## config.mk

```make
export PLATFORM = sky130hd
export DESIGN_NAME = tms_ram
export DESIGN_NICKNAME = d
export VERILOG_FILES = /design/src/sv/tms_ram.sv
export SDC_FILE = /design/constraint.sdc
export NUM_CORES = 1
export LEC_CHECK = 0
export BUFFER_PORTS_ARGS = -buffer_cell sky130_fd_sc_hd__buf_2
export CAP_MARGIN = 40
export CORE_MARGIN = 2
export CORE_UTILIZATION = 40
export DETAILED_ROUTE_END_ITERATION = 12
export SYNTH_ARGS = -nofsm -noshare
export SYNTH_HDL_FRONTEND = slang
export SYNTH_SLANG_ARGS = --single-unit
```

## constraint.sdc

```tcl
create_clock -name aclk -period 1.74 [get_ports aclk]
set_input_delay 0.087 -clock aclk [delete_from_list [all_inputs] [get_ports aclk]]
set_output_delay 0.087 -clock aclk [all_outputs]
set_load 0.1 [all_outputs]
```

## src/sv/tms_ram.sv

```systemverilog
// Generic single-clock RAM: one write port, one read port, registered read.
// No package dependency.
module tms_ram #(
    parameter int WIDTH = 8,
    parameter int DEPTH = 16
) (
    input  logic                     aclk,
    input  logic                     we,
    input  logic [$clog2(DEPTH)-1:0] waddr,
    input  logic [WIDTH-1:0]         wdata,
    input  logic [$clog2(DEPTH)-1:0] raddr,
    output logic [WIDTH-1:0]         rdata
);

    logic [WIDTH-1:0] mem [DEPTH];

    always_ff @(posedge aclk) begin
        if (we) begin
            mem[waddr] <= wdata;
        end
        rdata <= mem[raddr];
    end

endmodule

```

Yosys cells after proc, flatten, opt, wreduce, memory -nomap -nowiden
Memories as Yosys holds them, arrays and structs flattened. A register that Yosys moved wholly into a read port is not among the register bits. Index checks and enable logic that the tools add are counted.

Register bits: 0. Bits in writable memories: 128. Bits of input ports: 18. Word-level logic and storage cells: 3. Memories kept: 1.

Muxes and demuxes: 2.

Memories: mem (words 16, width 8, rd ports 1, clocked after Yosys merged registers in 1, wr ports 1, RTL line 15) `logic [WIDTH-1:0] mem [DEPTH];`.

Operators by type and width (count): 1-bit two-way mux (2).

Depth between registers and ports, before layout
Word-level depth: 2. Gate-level depth with buffers: 5. Gate-level depth less buffers: 3.

Worst setup path after synthesis
Ideal clock, no wire load.

Path kind: input port to flip-flop. From: in waddr[2]. To: mem mem[0][0], enable pin. Library setup time: 0.383 ns. Arrival: 1.197 ns. Path slack: 0.160 ns. Stages on the path: 2. Cells stage by stage: or3b_2 > nor3_1.

RTL lines: start: declaration (RTL line 9) `input logic [$clog2(DEPTH)-1:0] waddr,`; end: declaration (RTL line 15).

Straight into the memory's write port.

==> flow_summary.ini <==
[clock_tree]
post_cts_buffers = 0
postCtsHoldBufs = 0
clk-insertion-delay-late_ns = 0.41
cts_buffer_depth = 2
cts_buffers = 17
clkTransAtPathRegs_ns = 0.05
cts-resized-gates = 0
cts.sinks = 136
cts.root.buffer_cell = clkbuf_16
cts_max_level = 4
cts_tree = yes

[die]
start_util_pct = 41.0
die_h_um = 117
rows = 41
die-area_mm2 = 0.0138
dieWidth_um = 117
io_pins = 26
fp.coreArea_mm2 = 0.0126

[route]
remaining_drc_errors = 0
num_vias = 2409
ant_nets = 0
first_iter_violations = 282
dr.pass1.iters = 4
vias_per_cell = 5.14
wire_per_inst_um = 20.7
routed_wl_um = 9710

[finish]
final_nets = 302
drive_gt1_share_pct = 31.3
antenna_cells = 0
final_core_util_pct = 49.1
fillers = 1040
area_growth_pct = 20.0

[critical_path]
rr_endpoint = rdata[2]$_DFF_P_
cp_max_fo = 1
required_ns = 2.03
worstSetupEndpointType = flop
criticalPathCategory = reg2reg
cp-start-kind = flop
ff2ff_path_depth = 3
arrival_ns = 1.64
reg2reg_from = mem[2][2]$_DFFE_PP_
worst-r2r-setup-slack_ns = 0.39

[place]
io_buffers = 25
dp.final_hpwl_um = 5970
place_congestion = 0.722

[global_route]
grt_pass1_wl_um = 14900
grt_use_total_pct = 15.3
globalRouteOverflowTotal = 0
grt_pass1_vias = 2533
antenna_found_initial = 0
grt_max_degree = 33

[worst_hold_path]
holdPathEnd = mem[9][4]$_DFFE_PP_
min_from = wdata[4]
hold_depth = 1
hold_class = in2reg

[timing]
tightest_slew_ns = 0.491
period_share_pct = 77.6
fin_skew_ns = 0.00658
setup_tns_ns = 0
maxSlewHeadroom_pct = 67.5
final-setup-viol-count = 0
whs_ns = 0.0628
period_minus_slack_ns = 1.35
drv_slew = 0
rsz0062_at_grt = false
fmax_ghz = 0.740
hold_viol = 0

[logic_synthesis]
yosysTopAreaCell = edfxtp_1
syn_area_mm2 = 0.00515
ys_types = 19
ys_seq_area_share_pct = 77.8
yosysWarnings = 0
synthTopCellsByArea = edfxtp_1 75%, mux4_2 7.9%, mux4_1 7.1%
synth.top_cell.area_share_pct = 74.7
ys_seq_elements = 136
netlist_instances = 229
synth.avg_cell_area_um2 = 22.5
synth_nets = 247

[pwr]
powerDensity_mw_per_mm2 = 1230
p_leak_uw = 0.00210
ir_worst_vdd_mv = 0.781

[run_status]
status = finished clean

[job]
maxCapViolCount = 0
critical path: stages, from the launching register on:
cell and delay (ns):
edfxtp_1 0.37, mux4_1 0.50, a22oi_1 0.27, nand2_1 0.10
metal layers:
metal	share of wire (%)	global-route usage, %
met1	44	18.9
met5	0	0
met4	1.0	6.10
met3	5.6	4.52
met2	50	25.3
state kept, by name, indices dropped and copies added, names as in the netlist:
| name | flops |
|---|---|
| rdata | 8 |
| mem | 128 |
synth_stat cells:
cell type and count:
nor2b_1 1, mux4_2 18, buf_4 1, nand3b_1 2, clkdlybuf4s25_2 3, nand2_1 9
edfxtp_1 128, nand3_1 1, nand2b_1 2, dfxtp_1 8, nor3_1 4, and2b_1 1
a22oi_1 16, buf_2 3, nor2_1 13, or3b_2 1, and2_1 1, buf_6 3
mux4_1 14
layout make-up:
cell class              instances  area [um2]  area share (%)
repair buffers                 46         320            5.19
well taps                     172         215            3.49
clock inverters                 8        96.3            1.56
clock buffers                  24         482            7.80
multi-input cells              83        1060            17.1
flip-flops and latches        136        4000            64.8
stage by stage:
| step | worst slack [ns] | instance area, um2 | power, uW | cells |
|---|---|---|---|---|
| finish | 0.389 | 6170 | 7610 | 469 |
| detailed placement | 0.208 | 5600 | 4260 | 437 |
| CTS | 0.371 | 6170 | 7670 | 469 |
| floorplan | 0.160 | 5150 | 4090 | 229 |
| global placement | 0.207 | 5600 | 4250 | 437 |
| global route | 0.321 | 6170 | 7840 | 469 |
logic make-up (layout without fill, tap and decap cells):
| kind of cell | after synthesis | after routing | share of synthesized area (%) |
|---|---|---|---|
| AO/OA/AOI/OAI | 16 | 16 | 2.33 |
| buffers and inverters | 10 | 78 | 1.68 |
| flip-flops | 136 | 136 | 77.8 |
| AND/OR/NAND/NOR | 35 | 35 | 3.18 |
| multiplexers | 32 | 32 | 15.0 |
how the worst max path moves through the flow:
stage,from,endpoint,slack (ns),depth (start not counted)
floorplan,waddr[2],mem[0][0]$_DFFE_PP_,0.16,2
global route,mem[1][3]$_DFFE_PP_,rdata[3]$_DFF_P_,0.32,3
global placement,raddr[0],rdata[3]$_DFF_P_,0.21,5
CTS,mem[1][3]$_DFFE_PP_,rdata[3]$_DFF_P_,0.37,3
detailed placement,raddr[0],rdata[3]$_DFF_P_,0.21,5
finish,mem[2][2]$_DFFE_PP_,rdata[2]$_DFF_P_,0.39,3
report_power, final:
part	switching [uW]	internal, uW
sequential	19.9	3660
combinational	346	154
clock	1210	2210
cells in the final DEF (no fill, tap or decap), drive strengths merged:
cell type and instances:
nand2 9, a22oi 16, clkinv 5, edfxtp 128, clkbuf 24, nand2b 2, or3b 1, buf 46
nand3 1, nor3 4, mux4 32, clkinvlp 1, and2 1, and2b 1, dfxtp 8, bufinv 2
nand3b 2, nor2b 1, nor2 13
No activity file was read; power rests on OpenSTA's default activity.
